[config.mk]
export PLATFORM = sky130hd
export DESIGN_NAME = command_line_argument_splitter_core
export DESIGN_NICKNAME = d
export VERILOG_FILES = /design/src/hdl/clas_pkg.sv /design/src/hdl/clas_ctrl.sv /design/src/hdl/clas_datapath.sv /design/src/hdl/command_line_argument_splitter_core.sv
export VERILOG_INCLUDE_DIRS = /design/src /design/src/hdl
export SDC_FILE = /design/constraint.sdc
export NUM_CORES = 1
export LEC_CHECK = 0
export BUFFER_PORTS_ARGS = -buffer_cell sky130_fd_sc_hd__buf_2
export CAP_MARGIN = 20
export CELL_PAD_IN_SITES_DETAIL_PLACEMENT = 0
export CELL_PAD_IN_SITES_GLOBAL_PLACEMENT = 1
export CORE_AREA = 4 4 109 80
export CTS_CLUSTER_SIZE = 14
export DETAILED_ROUTE_END_ITERATION = 16
export DIE_AREA = 0 0 113 84
export GPL_TIMING_DRIVEN = 0
export MAX_ROUTING_LAYER = met4
export PLACE_DENSITY = 0.85
export SYNTH_ARGS = -nofsm -noshare
export SYNTH_HDL_FRONTEND = slang
export SYNTH_SLANG_ARGS = --single-unit
[constraint.sdc]
create_clock -name clk -period 3.1 [get_ports clk]
set_input_delay 0.465 -clock clk [delete_from_list [all_inputs] [get_ports clk]]
set_output_delay 0.465 -clock clk [all_outputs]
set_load 0.02 [all_outputs]
[src/hdl/command_line_argument_splitter_core_assert.svh]
// Assertion macros for the command-line argument splitter.
// Uses the clk and rst names of the including module; no other dependencies.
`ifndef COMMAND_LINE_ARGUMENT_SPLITTER_CORE_ASSERT_SVH
`define COMMAND_LINE_ARGUMENT_SPLITTER_CORE_ASSERT_SVH

// A condition that must hold at every clock edge outside reset.
`define CLAS_ASSERT_ALWAYS(label, cond, msg) \
  label: assert property (@(posedge clk) disable iff (rst) (cond)) else $error(msg);

// An implication checked in the same cycle outside reset.
`define CLAS_ASSERT_IMPLY(label, ante, cons, msg) \
  label: assert property (@(posedge clk) disable iff (rst) (ante) |-> (cons)) \
    else $error(msg);

`endif

[src/hdl/clas_pkg.sv]
// Shared types and constants for the command-line argument splitter.
// Used by the controller, the datapath and the top level; no dependencies.
package clas_pkg;

  // Longest backslash run that is counted before overflow results begin.
  localparam int MAX_BACKSLASH_RUN_DEF = 63;

  // Character constants.
  localparam logic [7:0] CH_TAB   = 8'h09;
  localparam logic [7:0] CH_LF    = 8'h0A;
  localparam logic [7:0] CH_VT    = 8'h0B;
  localparam logic [7:0] CH_SPACE = 8'h20;
  localparam logic [7:0] CH_BSL   = 8'h5C;
  localparam logic [7:0] CH_QUOTE = 8'h22;

  // Request kinds on the input stream.
  localparam logic REQ_CHAR = 1'b0;
  localparam logic REQ_EOL  = 1'b1;

  // Register indexes on the configuration port.
  localparam logic REG_HAS_PROG  = 1'b0;
  localparam logic REG_SKIP_PROG = 1'b1;

  // Result kinds.
  typedef enum logic [1:0] {
    K_CHAR = 2'd0,
    K_END  = 2'd1,
    K_OVF  = 2'd2
  } kind_t;

  // Parser phase.
  typedef enum logic [1:0] {
    PH_PROG = 2'd0,
    PH_SKIP = 2'd1,
    PH_ARG  = 2'd2
  } phase_t;

  // Controller states.
  typedef enum logic [2:0] {
    ST_IDLE = 3'b001,
    ST_BS   = 3'b010,
    ST_TAIL = 3'b100
  } ctl_state_t;

  // Commands from the controller to the datapath.
  typedef struct packed {
    logic load;      // an input transfer completes this cycle
    logic bs_step;   // a backslash result transfers this cycle
    logic tail_sel;  // drive the tail result onto the output
  } ctl_cmd_t;

  // Status from the datapath to the controller.
  typedef struct packed {
    logic dec_has_bs;    // the offered item flushes backslashes
    logic dec_has_tail;  // the offered item ends with a tail result
    logic bs_one;        // one backslash result remains
    logic tail_pending;  // the item in flight has a tail result
  } dp_status_t;

  function automatic logic is_ws(input logic [7:0] c);
    return (c == CH_TAB) || (c == CH_LF) || (c == CH_VT) || (c == CH_SPACE);
  endfunction

endpackage

[src/hdl/clas_ctrl.sv]
// Controller state machine for the command-line argument splitter.
// Depends on clas_pkg; sequences backslash and tail results of one item.
module clas_ctrl
  import clas_pkg::*;
(
  input  logic       clk,
  input  logic       rst,
  input  logic       s_tvalid,
  output logic       s_tready,
  output logic       m_tvalid,
  input  logic       m_tready,
  output logic       m_tlast,
  input  dp_status_t status,
  output ctl_cmd_t   cmd
);

  ctl_state_t state;
  ctl_state_t state_next;
  logic       accept;
  logic       fire;
  logic       done;

  // Output handshake and end of the current item.
  assign m_tvalid = (state != ST_IDLE);
  assign m_tlast  = (state == ST_TAIL) ||
                    ((state == ST_BS) && status.bs_one && !status.tail_pending);
  assign fire     = m_tvalid && m_tready;
  assign done     = fire && m_tlast;
  assign s_tready = (state == ST_IDLE) || done;
  assign accept   = s_tvalid && s_tready;

  assign cmd.load     = accept;
  assign cmd.bs_step  = fire && (state == ST_BS);
  assign cmd.tail_sel = (state == ST_TAIL);

  // Next state.
  always_comb begin
    state_next = state;
    if (accept) begin
      if (status.dec_has_bs) begin
        state_next = ST_BS;
      end else if (status.dec_has_tail) begin
        state_next = ST_TAIL;
      end else begin
        state_next = ST_IDLE;
      end
    end else if (done) begin
      state_next = ST_IDLE;
    end else if (fire && (state == ST_BS) && status.bs_one) begin
      state_next = ST_TAIL;
    end
  end

  always_ff @(posedge clk) begin
    if (rst) begin
      state <= ST_IDLE;
    end else begin
      state <= state_next;
    end
  end

endmodule

[src/hdl/clas_datapath.sv]
// Datapath of the command-line argument splitter: parser state, decision logic,
// backslash flush counter and tail result register. Depends on clas_pkg.
module clas_datapath
  import clas_pkg::*;
#(
  parameter int MAX_BACKSLASH_RUN = MAX_BACKSLASH_RUN_DEF
) (
  input  logic       clk,
  input  logic       rst,
  input  logic       has_program_name,
  input  logic       skip_program_name,
  input  logic       req_type,
  input  logic [7:0] in_char,
  input  ctl_cmd_t   cmd,
  output dp_status_t status,
  output logic [1:0] kind,
  output logic [7:0] out_char
);

  // Parser state.
  phase_t     phase;
  logic       in_quotes;
  logic       quote_pending;
  logic [5:0] bs_count;

  // Item in flight.
  logic [5:0] bs_rem;
  logic       tail_en;
  kind_t      tail_kind;
  logic [7:0] tail_char;

  // Decision for the offered item.
  phase_t     ph;
  phase_t     phase_next;
  logic       in_quotes_next;
  logic       quote_pending_next;
  logic [5:0] bs_count_next;
  logic [5:0] d_nbs;
  logic       d_tail;
  kind_t      d_kind;
  logic [7:0] d_char;
  logic       handled;
  logic       run_plain;
  logic       ws;

  assign ws = is_ws(in_char);

  // Work out the new state and the results of the offered item.
  always_comb begin
    if (phase == PH_ARG) begin
      ph = PH_ARG;
    end else if ((phase == PH_PROG) && has_program_name) begin
      ph = PH_PROG;
    end else begin
      ph = PH_SKIP;
    end
    phase_next         = ph;
    in_quotes_next     = in_quotes;
    quote_pending_next = quote_pending;
    bs_count_next      = bs_count;
    d_nbs              = '0;
    d_tail             = 1'b0;
    d_kind             = K_CHAR;
    d_char             = '0;
    handled            = 1'b0;
    run_plain          = 1'b0;

    if (req_type == REQ_EOL) begin
      // End of line: flush, close the argument and start over.
      if (ph == PH_PROG) begin
        d_tail = !skip_program_name;
      end else if (ph == PH_ARG) begin
        d_nbs  = bs_count;
        d_tail = 1'b1;
      end
      d_kind             = K_END;
      phase_next         = has_program_name ? PH_PROG : PH_SKIP;
      in_quotes_next     = 1'b0;
      quote_pending_next = 1'b0;
      bs_count_next      = '0;
    end else begin
      case (ph)
        PH_PROG: begin
          // Program name: quotes only toggle, backslashes are literal.
          if (in_char == CH_QUOTE) begin
            in_quotes_next = !in_quotes;
          end else if (!in_quotes && ws) begin
            d_tail         = !skip_program_name;
            d_kind         = K_END;
            phase_next     = PH_SKIP;
            in_quotes_next = 1'b0;
          end else begin
            d_tail = !skip_program_name;
            d_char = in_char;
          end
        end
        PH_ARG: begin
          // A quote seen in a span is either doubled or closes the span.
          if (quote_pending) begin
            quote_pending_next = 1'b0;
            if (in_char == CH_QUOTE) begin
              d_tail  = 1'b1;
              d_char  = CH_QUOTE;
              handled = 1'b1;
            end else begin
              in_quotes_next = 1'b0;
            end
          end
          // A backslash run either grows or is resolved by this byte.
          if (!handled && (bs_count != '0)) begin
            if (in_char == CH_BSL) begin
              if (bs_count >= 6'(MAX_BACKSLASH_RUN)) begin
                d_tail = 1'b1;
                d_kind = K_OVF;
              end else begin
                bs_count_next = bs_count + 6'd1;
              end
              handled = 1'b1;
            end else begin
              bs_count_next = '0;
              if (in_char == CH_QUOTE) begin
                d_nbs = bs_count >> 1;
                if (bs_count[0]) begin
                  d_tail  = 1'b1;
                  d_char  = CH_QUOTE;
                  handled = 1'b1;
                end
              end else begin
                d_nbs = bs_count;
              end
            end
          end
          run_plain = !handled;
        end
        default: begin
          // Between arguments: the first non-blank byte opens one.
          if (!ws) begin
            phase_next         = PH_ARG;
            in_quotes_next     = 1'b0;
            quote_pending_next = 1'b0;
            bs_count_next      = '0;
            run_plain          = 1'b1;
          end
        end
      endcase

      // A byte inside an argument with nothing pending.
      if (run_plain) begin
        if (in_char == CH_BSL) begin
          bs_count_next = 6'd1;
        end else if (in_char == CH_QUOTE) begin
          if (!in_quotes_next) begin
            in_quotes_next = 1'b1;
          end else begin
            quote_pending_next = 1'b1;
          end
        end else if (!in_quotes_next && ws) begin
          d_tail         = 1'b1;
          d_kind         = K_END;
          phase_next     = PH_SKIP;
          in_quotes_next = 1'b0;
        end else begin
          d_tail = 1'b1;
          d_char = in_char;
        end
      end
    end
  end

  // Parser state is updated when the item is taken.
  always_ff @(posedge clk) begin
    if (rst) begin
      phase         <= PH_PROG;
      in_quotes     <= 1'b0;
      quote_pending <= 1'b0;
      bs_count      <= '0;
      bs_rem        <= '0;
      tail_en       <= 1'b0;
    end else if (cmd.load) begin
      phase         <= phase_next;
      in_quotes     <= in_quotes_next;
      quote_pending <= quote_pending_next;
      bs_count      <= bs_count_next;
      bs_rem        <= d_nbs;
      tail_en       <= d_tail;
    end else if (cmd.bs_step) begin
      bs_rem <= bs_rem - 6'd1;
    end
  end

  // Tail payload holds no control meaning.
  always_ff @(posedge clk) begin
    if (cmd.load) begin
      tail_kind <= d_kind;
      tail_char <= d_char;
    end
  end

  assign status.dec_has_bs   = (d_nbs != '0);
  assign status.dec_has_tail = d_tail;
  assign status.bs_one       = (bs_rem == 6'd1);
  assign status.tail_pending = tail_en;

  // Output selection: flushed backslash or the tail result.
  assign kind     = cmd.tail_sel ? tail_kind : K_CHAR;
  assign out_char = cmd.tail_sel ? tail_char : CH_BSL;

endmodule

[src/hdl/command_line_argument_splitter_core.sv]
// Command-line argument splitter: splits a byte stream into arguments by Windows rules.
// Holds the configuration registers. Uses clas_pkg, clas_ctrl, clas_datapath and the
// assertion macro header.
//
// Input stream (s_*): one transfer per command-line byte (s_tuser = 0, byte in s_tdata)
// or an end-of-line marker (s_tuser = 1, s_tdata ignored).
// Output stream (m_*): the results of each input, in order; m_tlast marks the last
// result of one input. m_tuser is the kind (character, argument end, backslash
// overflow) and m_tdata the character, zero for other kinds.
// An input that causes no result produces no output transfer.
// Results appear the cycle after the input transfer. A multi-result input holds the
// output until all transfer: up to 63 flushed backslashes, from the datapath flush
// counter, then one tail result. The next input is taken in the cycle that the last
// result transfers, so with one result per input and no stall the block runs one byte
// a cycle. On a receiver stall the current result holds and no input is taken. Reset
// empties the block and returns to the start of a line with a program name expected; the
// user writes configuration over the APB port while the block is idle; not enforced.
module command_line_argument_splitter_core
  import clas_pkg::*;
#(
  parameter int MAX_BACKSLASH_RUN = MAX_BACKSLASH_RUN_DEF
) (
  input  logic        clk,
  input  logic        rst,
  // Input stream.
  input  logic        s_tvalid,
  output logic        s_tready,
  input  logic [7:0]  s_tdata,   // [7:0] in_char
  input  logic        s_tuser,   // [0] req_type
  // Output stream.
  output logic        m_tvalid,
  input  logic        m_tready,
  output logic [7:0]  m_tdata,   // [7:0] out_char
  output logic [1:0]  m_tuser,   // [1:0] kind
  output logic        m_tlast,
  // Configuration port.
  input  logic        psel,
  input  logic        penable,
  input  logic        pwrite,
  input  logic [2:0]  paddr,
  input  logic [31:0] pwdata,
  output logic [31:0] prdata,
  output logic        pready
);

  logic       has_program_name;
  logic       skip_program_name;
  logic       cfg_wr;
  ctl_cmd_t   cmd;
  dp_status_t status;

  // Configuration registers.
  assign pready = 1'b1;
  assign cfg_wr = psel && penable && pwrite && pready;

  always_ff @(posedge clk) begin
    if (rst) begin
      has_program_name  <= 1'b1;
      skip_program_name <= 1'b0;
    end else if (cfg_wr) begin
      case (paddr[2])
        REG_HAS_PROG:  has_program_name  <= pwdata[0];
        REG_SKIP_PROG: skip_program_name <= pwdata[0];
        default: ;
      endcase
    end
  end

  assign prdata = (paddr[2] == REG_SKIP_PROG) ? {31'd0, skip_program_name}
                                               : {31'd0, has_program_name};

  clas_ctrl u_ctrl (
    .clk      (clk),
    .rst      (rst),
    .s_tvalid (s_tvalid),
    .s_tready (s_tready),
    .m_tvalid (m_tvalid),
    .m_tready (m_tready),
    .m_tlast  (m_tlast),
    .status   (status),
    .cmd      (cmd)
  );

  clas_datapath #(
    .MAX_BACKSLASH_RUN (MAX_BACKSLASH_RUN)
  ) u_datapath (
    .clk               (clk),
    .rst               (rst),
    .has_program_name  (has_program_name),
    .skip_program_name (skip_program_name),
    .req_type          (s_tuser),
    .in_char           (s_tdata),
    .cmd               (cmd),
    .status            (status),
    .kind              (m_tuser),
    .out_char          (m_tdata)
  );

  // Checks on the result sequencing.
`include "command_line_argument_splitter_core_assert.svh"

  `CLAS_ASSERT_IMPLY(a_busy_no_take, m_tvalid && !(m_tready && m_tlast), !s_tready, "input taken while results remain")
  `CLAS_ASSERT_IMPLY(a_lead_is_bsl, m_tvalid && !m_tlast, (m_tuser == K_CHAR) && (m_tdata == CH_BSL), "result before the last is not a backslash")
  `CLAS_ASSERT_IMPLY(a_nonchar_zero, m_tvalid && (m_tuser != K_CHAR), m_tdata == 8'd0, "non-character result carries data")

endmodule
Yosys cells after proc, flatten, opt, wreduce, memory -nomap -nowiden
Cells that the tools add are included.
- output and inout port bits: 46
- bits in registers: 32
- logic and storage cells: 165
- multiplexer cells: 105
- $lt $le $gt $ge: 1
- reduce and logical (&&, ||, !) cells: 32
- $add $sub $neg: 2
- bitwise logic cells: 1
- equality and inequality tests: 13
- operator list (kind ; count):
    6-bit 2-to-1 mux ; 17
    8-bit 2-to-1 mux ; 12
    1-bit 2-to-1 mux ; 45
    2-bit 2-to-1 mux ; 18
    8-bit by 4-bit equality test with 1-bit output, second input constant ; 3
    8-bit by 6-bit equality test with 1-bit output, second input constant ; 2
    8-bit case mux with 2 select lines ; 1
    3-bit 2-to-1 mux ; 5
    1-bit logical AND ; 13
    6-bit case mux with 2 select lines ; 1
    6-bit nonzero test ; 2
    8-bit by 7-bit equality test with 1-bit output, second input constant ; 1
    1-bit case mux with 2 select lines ; 4
    2-bit case mux with 2 select lines ; 2
    6-bit by 1-bit adder with 6-bit output, second input constant ; 1
    6-bit by 1-bit equality test with 1-bit output, second input constant ; 1
    6-bit >= comparator, second input constant ; 1
    1-bit logical NOT ; 6
    6-bit by 1-bit subtractor with 6-bit output, second input constant ; 1
    1-bit logical OR ; 5
    2-bit equality test, second input constant ; 2
    2-bit logical NOT ; 2
    2-bit AND reduction ; 2
    3-bit by 1-bit equality test with 1-bit output, second input constant ; 1
    other kinds (6) ; 6

Logic depth before layout (Yosys ltp)
Gate-level depths: netlist of the first run.
- depth in word-level cells: 21
- mapped depth: 10

Modules after synthesis
From an unflattened synthesis of the first run, not the netlist that was laid out.
- cell total of the unflattened synthesis: 320
- area, all modules: 2647.5 um^2
- modules (own cells, without submodules) (module ; seq. area each (um^2) ; area an instance (um^2) ; times used ; cells each):
    clas_datapath ; 640.6 ; 2024.4 ; 1 ; 243
    command_line_argument_splitter_core ; 40.0 ; 354.1 ; 1 ; 45
    clas_ctrl ; 60.1 ; 269.0 ; 1 ; 32

Worst setup path after synthesis of the first run
OpenSTA, ideal clock, no wires.
- kind: input to register
- start point: in s_tdata[2]
- end point: reg u_datapath.tail_char[0], data pin
- required time: 2.831 ns
- cell stages on the path: 9
- path slack: 0.583 ns
- library setup time: 0.269 ns
- data arrival time: 2.248 ns
- cell sequence: nor4_4 > nand2_4 > clkinv_1 > ha_1 > a32o_1 > nor4_1 > a211oi_1 > a21oi_1 > nor3b_1
- word-level cells in the longest chain between the ends: 15
- ends and longest elaborated chain (item ; line ; RTL):
    start, declared ; command_line_argument_splitter_core.sv:28 ; input logic [7:0] s_tdata,
    8-bit by 6-bit equality test with 1-bit output / 8-bit by 4-bit equality test with 1-bit output (equally long branches) ; n/a ;
    1-bit 2-to-1 mux / 1-bit logical OR (equally long branches) ; clas_datapath.sv:101, clas_pkg.sv:61 ;
    1-bit 2-to-1 mux / 1-bit logical OR (equally long branches) ; clas_datapath.sv:99, clas_pkg.sv:61 ;
    1-bit 2-to-1 mux / 1-bit logical OR (equally long branches) ; clas_datapath.sv:82, clas_pkg.sv:61 ;
    1-bit 2-to-1 mux / 1-bit logical AND (equally long branches) ; clas_datapath.sv:68, clas_datapath.sv:87 ;
    1-bit 2-to-1 mux, on equally long branches ; clas_datapath.sv:123, clas_datapath.sv:87 ;
    1-bit 2-to-1 mux, on equally long branches ; clas_datapath.sv:121, clas_datapath.sv:85 ;
    1-bit 2-to-1 mux / 1-bit case mux with 2 select lines (equally long branches) ; clas_datapath.sv:111, clas_datapath.sv:82 ;
    1-bit 2-to-1 mux, on equally long branches ; clas_datapath.sv:110, clas_datapath.sv:68 ;
    1-bit 2-to-1 mux / 1-bit logical NOT (equally long branches) ; n/a ;
    1-bit 2-to-1 mux / 1-bit logical AND (equally long branches) ; clas_datapath.sv:68, clas_datapath.sv:157 ;
    1-bit logical NOT / 8-bit 2-to-1 mux (equally long branches) ; clas_datapath.sv:133, clas_datapath.sv:157 ;
    1-bit case mux with 2 select lines / 8-bit 2-to-1 mux (equally long branches) ; clas_datapath.sv:82, clas_datapath.sv:151 ;
    1-bit 2-to-1 mux / 8-bit 2-to-1 mux (equally long branches) ; clas_datapath.sv:68, clas_datapath.sv:149 ;
    8-bit 2-to-1 mux (*) ; clas_datapath.sv:148 ; if (run_plain) begin
    end signal, assigned ; clas_datapath.sv:195 ; tail_char <= d_char;
    end, declared ; clas_datapath.sv:30 ; logic [7:0] tail_char;
Every way passes the cells marked *; elsewhere a longest branch is shown, timed or not. The select of a mux whose other input is x is not followed.
A chain may end at the register's enable or synchronous reset.

Final worst setup path of the first run
- start point: in s_tdata[2]
- end point: reg u_datapath.tail_char[6], data pin
Same word-level chain as after synthesis.

==> results of run 1 <==
cell usage after synthesis, types with 3 or more instances:
library cell / count
buf_4: 33
nand2_1: 24
dfxtp_1: 22
a21oi_1: 21
nand3_1: 17
nor2_1: 16
o21ai_0: 12
inv_1: 11
clkbuf_1: 10
edfxtp_1: 10
a211oi_1: 9
nand2b_1: 9
nor3b_1: 9
a31oi_1: 8
and2_1: 7
nor2b_1: 6
o211ai_1: 6
ha_1: 5
nand4_1: 4
nor3_1: 4
o21a_1: 4
a32o_1: 3
buf_1: 3
nor4_1: 3
o21bai_1: 3
o22ai_1: 3
or4_1: 3
xor2_1: 3
cell type report:
| type | count | area, sq um | share of cell area |
|---|---|---|---|
| inverter | 12 | 45.04 | 0.01410 |
| sequential | 32 | 740.7 | 0.2318 |
| multi-input combinational | 263 | 1699 | 0.5317 |
| tap | 101 | 126.4 | 0.03955 |
| clock inverter | 2 | 10.01 | 0.003132 |
| timing repair buffer | 32 | 162.7 | 0.05090 |
| buffer | 50 | 329.1 | 0.1030 |
| clock buffer | 6 | 82.58 | 0.02584 |
power groups by stage:
stage | sequential, mW | combinational, mW | clock (mW)
6_report | 0.496 | 0.322 | 0.342
5_1_grt | 0.501 | 0.353 | 0.372
4_1_cts | 0.495 | 0.319 | 0.349
3_5_place_dp | 0.505 | 0.318 | 0
3_3_place_gp | 0.503 | 0.313 | 0
2_1_floorplan | 0.497 | 0.238 | 0
stage by stage:
stage	total power, mW	area (sq um)	setup slack [ns]	std cells
finish	1.160	3196	0.2267	498
global placement	0.8164	3095	-0.009625	489
floorplan	0.7356	2814	0.5829	357
global route	1.225	3196	0.04482	498
CTS	1.164	3196	0.2429	498
detailed placement	0.8229	3103	-0.06446	490
cells by family (layout without fill, tap and decap cells):
group	after synthesis	after routing	synth area share
compound gates	97	97	0.2585
xor+xnor	5	5	0.01621
fa+ha+maj	5	5	0.02316
buf+inv	62	102	0.1385
flops	32	32	0.2742
mux	3	3	0.01204
other cells	2	32	0.002780
simple gates	121	121	0.2747
worst register-to-register path, cell delays in order, from the launching register on:
cell and delay, ns:
dfxtp_1 0.40, ha_1 0.19, nor3b_1 0.30, a311o_1 0.25, nand3_1 0.17, inv_1 0.11
clkbuf_1 0.78, o22ai_1 0.19, a22o_1 0.27
metal layers:
layer  up-vias  track usage  part of all wire
li1       1300            -                 -
met1      1220       0.2364              0.49
met2       115       0.2172              0.43
met3         5      0.03188             0.079
met4         0      0.02511            0.0050
met5         -            -                 0
state kept, by name, summed over array words and instances (netlist names):
| register | flops |
|---|---|
| u_datapath.tail_char | 8 |
| u_datapath.bs_count | 6 |
| u_datapath.bs_rem | 6 |
| u_ctrl.state | 3 |
| u_datapath.phase | 2 |
| u_datapath.tail_kind | 2 |
| has_program_name | 1 |
| skip_program_name | 1 |
| u_datapath.in_quotes | 1 |
| u_datapath.quote_pending | 1 |
| u_datapath.tail_en | 1 |
placed cells by master, fill, tap and decap left out, types with 10 or more instances in the layout:
cell	instances
nand3_1	17
nand2_1	24
edfxtp_1	10
buf_2	33
inv_1	11
nor2_1	16
buf_4	34
clkbuf_1	10
dfxtp_1	22
conb_1	32
o21ai_0	12
a21oi_1	21
final timing paths:
check / from / end / slack, ns / depth (start not counted)
worst max register to register: u_datapath.bs_rem[0] / u_datapath.bs_count[4] / 0.33 / 8
worst min register to register: u_datapath.in_quotes / u_datapath.in_quotes / 0.51 / 2
worst max-delay path: s_tdata[2] / u_datapath.tail_char[6] / 0.23 / 10
worst min-delay path: pwdata[0] / skip_program_name / 0.43 / 3
==> results.md, run 1 <==
* Final hold viol count at 0
* Port Buffers at 31
* Die width at 113 um
* CP Cell Sequence: buf_2 > nor4_4 > nand2_4 > clkinv_1 > ha_1 > a32o_1 > nor4_1 > a211oi_1 > a21oi_1 > nor3b_1
* Combinational Power Share at 0.278
* Die H at 84 um
* Initial antenna violation count at 0
* Initial Utilization at 0.3523
* First-pass GRT wire length at 12060 um
* Final core utilization at 0.4167
* Setup TNS at 0 ns
* Vias per cell at 5.301
* Filler cells at 791
* Max Freq at 348.0 MHz
* Cell family with most CP delay: simple AND/OR/NAND/NOR gates
* Worst setup EP type: flop
* Drt pass-1 iters at 5
* Crit path time final at 2.873 ns
* CTS tree: done
* Crit-path slowest cell: nor4_4
* RSZ-0062 raised after global routing: no
* TritonCTS Sinks at 32
* Status: complete, no violations
* I/O pins at 97
* H-tree levels at 2
* Sw Ratio at 0.3359
* Mean Syn Cell Area at 8.261 sq um
* Internal power at 0.7700 mW
* WP buf/inv at 2
* Largest area contributor in the netlist: dfxtp_1
* Number of enable flip-flop cells after synthesis at 10
* Clock-pin slew on the worst setup and hold paths at 0.07 ns
* # setup viols final at 0
* Initial DRC Count at 277
* PD cells at 362.9 mW/mm^2
* Max Cap Viol at 0
* CTS root buf: clkbuf_8
* Core Area at 0.007669 sq mm
* N_diodes at 0
* Ys Warns at 0
* Cell Area, Synth at 0.002701 sq mm
* Final Cycle Share at 0.9269
* Main synth FF type: dfxtp_1
* Clock skew at 0.005265 ns
* Kind of critical path: input pin to flop
* Peak supply drop at 0.1414 mV
* Worst EP required at 3.12 ns
* Row cnt at 27
* Drt drc at 0
* Slew headroom at 0.3041
* CP max stage delay at 0.53 ns
* Final WL at 7215 um
* Clock tree buffer depth at 2
* Clock Latency Late Sink at 0.29 ns
* Post_cts resized at 0
* Hpwl dp at 5587 um
* Yosys reg bits at 32
* Switch Pwr at 0.3895 mW
* GR Util All Layers at 0.1569
* WL per Instance at 14.49 um
* Crit start category: input pin
* Fin nets at 452
* Die ar. at 0.009492 sq mm
* Total CTS buffers at 5
* Sequential share of power at 0.427
* Worst hold slack at 0.4320 ns
* Area Overhead vs Synth at 18.30%
* RePlAce Congestion at 0.8933
* Number of global-route vias before repair at 2388
* Leakage at 1.238 nW
* Power share of the clock group at 0.295
* Hold-fix buffers, CTS at 0
* Critical path arrival at 2.89 ns
* Area share of the leading cell type in the synthesized netlist at 0.1630
* Final Max Slew Viols at 0
* Gr ovfl total at 0
* Async S/R FF share, synth at 0
* Gate count after technology mapping at 327
* Yosys cell types at 73
* Post-synthesis sequential area ratio at 0.2742
* Total setup buffers inserted after CTS at 0
* Min-Delay Path Class: input pin to flop
* Max FO, Critical Path at 7
* Layout cells sized above 1 at 0.2443
* Via count at 2640
* Largest net degree at the start of global routing at 20
* Routed Antenna Nets at 0
* Top post-synthesis cells by area: dfxtp_1 (16%), edfxtp_1 (11%), buf_4 (9.2%)
* Worst Tran Pin Value at 1.044 ns
Note: power is estimated with default switching activity, not from simulation.
==> run 2, diff against run 1 <==
GPL_TIMING_DRIVEN = default   (was 0)
PLACE_DENSITY = default   (was 0.85)
PLACE_DENSITY_LB_ADDON = 0.08   (was default)
==> run 2 against run 1 <==
Final cell count decreased by 6.2%. Clock skew decreased by 0.00066 ns. Clock-buffer cell count unchanged. Total power decreased by 1.9%. First-iteration DRC count decreased by 39%. Design area decreased by 5.8%. Register-to-register slack improved by 0.30 ns. Maximum frequency increased by 12%. Clock power about the same.
==> results.md, run 2 (synthesis results as in run 1) <==
* Most flops, register: u_datapath.tail_char
* I/O pins at 97 (unchanged)
* Worst Tran Pin Value at 0.6688 ns (-0.3751 ns)
* Grt met2 use at 0.2113 (-0.005914)
* Worst hold slack at 0.4286 ns (-0.003426 ns)
* CTS root buf: clkbuf_8
* Via count at 2412 (-8.6%)
* Place WS at 0.2534 ns (+0.3179 ns)
* Min-Delay Path Class: input pin to flop
* Die width at 113 um (unchanged)
* Row cnt at 27 (unchanged)
* Layout cells sized above 1 at 0.2158 (-0.02849)
* Drt pass-1 iters at 5 (unchanged)
* Clock tree buffer depth at 2 (unchanged)
* H-tree levels at 2 (unchanged)
* Dpl cells at 459 (-6.3%)
* Largest net degree at the start of global routing at 25 (+25%)
* Final WL at 7048 um (-2.3%)
* Crit start category: input pin
* Post_cts resized at 0 (unchanged)
* Commonest non-fill, non-tap cell in the layout: conb_1
* Initial Utilization at 0.3523 (unchanged)
* GRT met1 Usage at 0.2394 (+0.002947)
* Setup slack after layout at 0.5437 ns (+0.3170 ns)
* Initial DRC Count at 169 (-39%)
* Max FFs per register at 8 (unchanged)
* Core Area at 0.007669 sq mm (unchanged)
* PD cells at 378.0 mW/mm^2 (+4.2%)
* Slew headroom at 0.5532 (+0.2492)
* Total power at 1.138 mW (-1.9%)
* Gr ovfl total at 0 (unchanged)
* Worst setup EP type: flop
* Area Overhead vs Synth at 11.39%
* Leakage at 1.120 nW (-9.5%)
* RePlAce Congestion at 0.8393 (-6.0%)
* Status: complete, no violations
* Port Buffers at 31 (unchanged)
* Final Cycle Share at 0.8246 (-0.1023)
* Total setup buffers inserted after CTS at 0 (unchanged)
* Setup TNS at 0 ns (unchanged)
* GR Util All Layers at 0.1553 (-0.001637)
* N_diodes at 0 (unchanged)
* Clock-pin slew on the worst setup and hold paths at 0.07 ns (about the same)
* Fin nets at 421 (-6.9%)
* Max Freq at 391.2 MHz (+12%)
* Peak supply drop at 0.1398 mV (-1.1%)
* First-pass GRT wire length at 11590 um (-3.9%)
* CTS tree: done
* Routed Antenna Nets at 0 (unchanged)
* Most frequent cells in the layout: conb_1 (32), buf_2 (31), nand2_1 (24), dfxtp_1 (22), a21oi_1 (21)
* Critical path arrival at 2.58 ns (-0.31 ns)
* Hpwl dp at 5450 um (-2.4%)
* Post-Layout Inst Area at 0.003009 sq mm (-5.8%)
* Hold-fix buffers, CTS at 0 (unchanged)
* Crit path time final at 2.556 ns (-0.3170 ns)
* Dpl cell area at 0.002917 sq mm (-6.0%)
* Final Max Slew Viols at 0 (unchanged)
* Grt met3 use at 0.02899 (-0.002899)
* Die ar. at 0.009492 sq mm (unchanged)
* Vias per cell at 5.165 (-2.6%)
* Final core utilization at 0.3924 (-0.02431)
* Final hold viol count at 0 (unchanged)
* Number of global-route vias before repair at 2213 (-7.3%)
* # setup viols final at 0 (unchanged)
* Max Cap Viol at 0 (unchanged)
* Drt drc at 0 (unchanged)
* Kind of critical path: input pin to flop
* Initial antenna violation count at 0 (unchanged)
* Clock skew at 0.004608 ns (-0.0006574 ns)
* Total CTS buffers at 5 (unchanged)
* WL per Instance at 15.09 um (+4.2%)
* Die H at 84 um (unchanged)
* RSZ-0062 raised after global routing: no
* Fin cells at 467 (-6.2%)
* TritonCTS Sinks at 32 (unchanged)
* Max FO, Critical Path at 9 (+2)
* Busiest grt layer: met1
* Worst EP required at 3.12 ns (about the same)
* Clock Latency Late Sink at 0.28 ns (about the same)
* Biggest regs: u_datapath.tail_char (8), u_datapath.bs_count (6), u_datapath.bs_rem (6)
run 2: critical path, cell delays in order:
cell	delay [ns]
buf_2	0.14
nor4bb_1	0.27
buf_4	0.23
nand2_4	0.10
clkinv_1	0.09
ha_1	0.23
a32o_1	0.26
nor4_1	0.32
a211oi_1	0.12
a21oi_1	0.14
buf_4	0.15
nor3b_1	0.05
run 2: layout make-up:
type / count / area (sq um)
Sequential cell: 32 / 740.7
Multi-Input combinational cell: 263 / 1699
Timing Repair Buffer: 51 / 305.3
Clock buffer: 6 / 82.58
Clock inverter: 2 / 10.01
Tap cell: 101 / 126.4
Fill cell: 820 / 4659
Inverter: 12 / 45.04
run 2: worst paths after layout:
path,start,to,slack [ns],depth (start not counted)
setup / recovery,s_tdata[5],u_datapath.tail_char[6],0.54,12
hold / removal,pwdata[0],skip_program_name,0.43,3
setup reg to reg,u_datapath.bs_count[0],u_datapath.tail_char[6],0.63,9
hold reg to reg,u_datapath.in_quotes,u_datapath.in_quotes,0.51,2
run 2: routing by layer:
layer	part of all wire	vias to the layer above	routed length [um]
met3	0.069	2	486
met1	0.51	1109	3598
met2	0.42	75	2944
met5	0	-	0
li1	-	1226	-
met4	0.0027	0	19
run 2: where the power goes:
part / switching [mW] / internal, mW / leakage (nW)
clock: 0.165 / 0.177 / 0.0510
sequential: 0.0244 / 0.470 / 0.277
combinational: 0.192 / 0.108 / 0.793
total: 0.382 / 0.755 / 1.12
==> run 3, diff against run 2 <==
ABC_AREA = 1   (was default)
CORE_AREA = 4 4 111 81   (was 4 4 109 80)
DIE_AREA = 0 0 115 85   (was 0 0 113 84)
clock period = 2.7 ns   (was 3.1 ns; I/O delays follow)
==> run 3 against run 2 <==
Routed wire length decreased by 1.4%. Clock skew about the same. Final cell count increased by 15%. Critical path type is now flop to flop. Clock power increased by 60%. Die area increased by 3.0%. Sequential cell count unchanged. Area after synthesis decreased by 4.6%. Clock-buffer cell count increased by 1. Design area decreased by 5.4%. Combinational power increased by 14%. Synthesized cell count increased by 23%. Critical endpoint is now u_datapath.tail_char[4].
==> results.md, run 3 <==
* Status: complete, no violations
* Max Cap Viol at 0 (unchanged)
* Grt met3 use at 0.04277 (+0.01378)
* Reg2Reg Depth at 11 (+2)
* Hold Path Origin: pwdata[0]
* Main synth FF type: dfxtp_1
* Layout cells sized above 1 at 0.1498 (-0.06608)
* Clock Latency Late Sink at 0.28 ns (about the same)
* Peak supply drop at 0.1973 mV (+41%)
* Biggest regs: u_datapath.tail_char (8), u_datapath.bs_count (6), u_datapath.bs_rem (6)
* Crit start category: flop
* Total CTS buffers at 5 (unchanged)
* Worst EP required at 2.73 ns (-0.39 ns)
* Async S/R FF share, synth at 0 (unchanged)
* RePlAce Congestion at 0.9083 (+8.2%)
* Clock skew at 0.004281 ns (-0.0003269 ns)
* Final hold viol count at 0 (unchanged)
* First-pass GRT wire length at 11050 um (-4.6%)
* Initial DRC Count at 104 (-38%)
* Min-Delay Path Class: input pin to flop
* TritonCTS Sinks at 32 (unchanged)
* Setup TNS at 0 ns (unchanged)
* Gate count after technology mapping at 403 (+23%)
* Register area at 740.7 sq um (unchanged)
* Max FFs per register at 8 (unchanged)
* Dpl cells at 527 (+15%)
* Row cnt at 27 (unchanged)
* Final Cycle Share at 0.7819
* RSZ-0062 raised after global routing: no
* Die H at 85 um (+1.2%)
* Fin nets at 489 (+16%)
* Setup slack after layout at 0.5889 ns (+0.04524 ns)
* Largest net degree at the start of global routing at 15 (-40%)
* Dpl cell area at 0.002709 sq mm (-7.1%)
* Cell Area, Synth at 0.002576 sq mm (-4.6%)
* Max Freq at 473.7 MHz
* Total setup buffers inserted after CTS at 0 (unchanged)
* Drt pass-1 iters at 5 (unchanged)
* Die width at 115 um (+1.8%)
* H-tree levels at 2 (unchanged)
* Number of enable flip-flop cells after synthesis at 10 (unchanged)
* WL per Instance at 12.99 um (-14%)
* Switch Pwr at 0.4736 mW (+24%)
* Place WS at 0.3729 ns (+0.1195 ns)
* GR Util All Layers at 0.1474 (-0.007917)
* RR Endpoint: u_datapath.tail_char[4]
* CTS root buf: clkbuf_16
* Final Max Slew Viols at 0 (unchanged)
* Initial antenna violation count at 0 (unchanged)
* Crit path time final at 2.111 ns
* Top cells by count, synth: nand2_1 (108), inv_1 (51), nor2_1 (35)
* # setup viols final at 0 (unchanged)
* Hpwl dp at 5549 um (+1.8%)
* Top post-synthesis cells by area: dfxtp_1 (17%), nand2_1 (16%), edfxtp_1 (12%)
* FF-to-FF setup slack at 0.59 ns (-0.04 ns)
* Sequential share of power at 0.387 (-0.047)
* Via count at 2476 (+2.7%)
* Min-Delay Endpoint: has_program_name
* CP Cell Sequence: inv_1 > ha_1 > nand4_2 > nand2_1 > nand2_1 > nand2_1 > nand2_1 > nor2_1 > nand2_1 > nand2_1 > nor3_1
* Clock tree buffer depth at 2 (unchanged)
* Most flops, register: u_datapath.tail_char
* Kind of critical path: flop to flop
* R2R Path Start: u_datapath.bs_count[0]
* Most frequent cell after synthesis: nand2_1
* Sw Ratio at 0.3254 (-0.01061)
* Ys Warns at 0 (unchanged)
* Busiest grt layer: met1
* I/O pins at 97 (unchanged)
* Leakage at 1.302 nW (+16%)
* Worst hold path stage count at 3 (unchanged)
* Drt drc at 0 (unchanged)
* PD cells at 511.2 mW/mm^2 (+35%)
* Crit-path slowest cell: dfxtp_1
* Cell family with most CP delay: simple AND/OR/NAND/NOR gates
* Clock-pin slew on the worst setup and hold paths at 0.05 ns (-0.02 ns)
* Final WL at 6950 um (-1.4%)
* Initial Utilization at 0.3287 (-0.02356)
* CTS tree: done
* Crit-path most repeated cell: nand2_1
* Hold-fix buffers, CTS at 0 (unchanged)
* Commonest non-fill, non-tap cell in the layout: nand2_1
* Gr ovfl total at 0 (unchanged)
* WP buf/inv at 1 (-3)
* Post-Layout Inst Area at 0.002846 sq mm (-5.4%)
* Routed Antenna Nets at 0 (unchanged)
* CP max stage delay at 0.40 ns (+0.08 ns)
* Area Overhead vs Synth at 10.49%
* Core Area at 0.007838 sq mm (+2.2%)
* GRT met1 Usage at 0.2258 (-0.01360)
* Number of global-route vias before repair at 2146 (-3.0%)
* Power share of the clock group at 0.377 (+0.076)
* Grt met2 use at 0.1870 (-0.02432)
* Mean Syn Cell Area at 6.393 sq um (-23%)
* N_diodes at 0 (unchanged)
* Critical path arrival at 2.14 ns (-0.44 ns)
* Worst setup EP type: flop
* Port Buffers at 31 (unchanged)
* Yosys cell types at 36 (-51%)
* Fin cells at 535 (+15%)
* Largest area contributor in the netlist: dfxtp_1
* Vias per cell at 4.628 (-10%)
* Internal power at 0.9816 mW (+30%)
* Multi-input gate area at 0.001435 sq mm (-16%)
* Die ar. at 0.009775 sq mm (+3.0%)
* Post_cts resized at 0 (unchanged)
* Most frequent cells in the layout: nand2_1 (108), inv_1 (51), nor2_1 (35), conb_1 (32), buf_2 (31)
* Combinational Power Share at 0.236 (-0.028)
* Area share of the leading cell type in the synthesized netlist at 0.1710 (+0.007918)
* Yosys reg bits at 32 (unchanged)
* Filler cells at 855 (+4.3%)
* Max FO, Critical Path at 8 (-1)
* Post-synthesis sequential area ratio at 0.2875 (+0.01332)
-- run 3: cell count changes after synthesis, moves of 6 or more --
cell / change
a211oi_1: -9
a31oi_1: -8
and2_1: -7
clkbuf_1: -6
inv_1: +40
nand2_1: +84
nand2b_1: -9
nand3_1: +12
nor2_1: +19
nor2b_1: -6
nor3b_1: -9
o21ai_0: +8
-- run 3: area by class of cell --
type	instances	share of cell area
multi-input cells	301	0.5042
well taps	101	0.04440
inverters	57	0.07516
flip-flops and latches	32	0.2602
repair buffers	36	0.06769
clock inverters	1	0.001758
clock buffers	7	0.04659
-- run 3: tightest hold or removal path, stage by stage --
cell,delay [ns]
buf_2,0.09
nand3_1,0.07
nand3_1,0.07
-- run 3: kinds of logic after synthesis --
| logic type | count (synthesis) | share of synthesized area |
|---|---|---|
| AND/OR/NAND/NOR | 200 | 0.3366 |
| other | 2 | 0.002915 |
| buffers and inverters | 100 | 0.1991 |
| XOR/XNOR | 4 | 0.01360 |
| adder cells (fa/ha/maj) | 5 | 0.02428 |
| AO/OA/AOI/OAI | 60 | 0.1360 |
| flip-flops | 32 | 0.2875 |
-- run 3: per-layer routing --
metal  wire length, um  up-vias
li1                  -     1287
met1              3793     1109
met2              2599       76
met3               516        4
met4                40        0
met5                 0        -
-- run 3: through the flow --
stage	utilization	total power, mW	hold WS (ns)
floorplan	-	0.8562	0.4448
global placement	0.3456	0.9199	0.4533
detailed placement	0.3456	0.9163	0.4582
CTS	0.3632	1.469	0.3819
global route	0.3632	1.544	0.3893
finish	0.3632	1.455	0.3891
-- run 3: worst max path at each step --
stage                                 from                       to  slack (ns)  depth (start not counted)
floorplan                       s_tdata[2]  u_datapath.tail_char[0]        0.79                         12
global placement                s_tdata[4]  u_datapath.tail_char[2]        0.33                         13
detailed placement              s_tdata[4]  u_datapath.tail_char[4]        0.37                         13
CTS                 u_datapath.bs_count[0]          u_ctrl.state[0]        0.63                         10
global route        u_datapath.bs_count[0]  u_datapath.tail_char[4]        0.35                         11
finish              u_datapath.bs_count[0]  u_datapath.tail_char[4]        0.59                         11
-- run 3: power by group through the flow --
stage / clock, mW / combinational (mW) / sequential, mW
2_1_floorplan: 0 / 0.288 / 0.568
3_3_place_gp: 0 / 0.348 / 0.572
3_5_place_dp: 0 / 0.343 / 0.574
4_1_cts: 0.561 / 0.345 / 0.564
5_1_grt: 0.586 / 0.389 / 0.569
6_report: 0.549 / 0.343 / 0.563
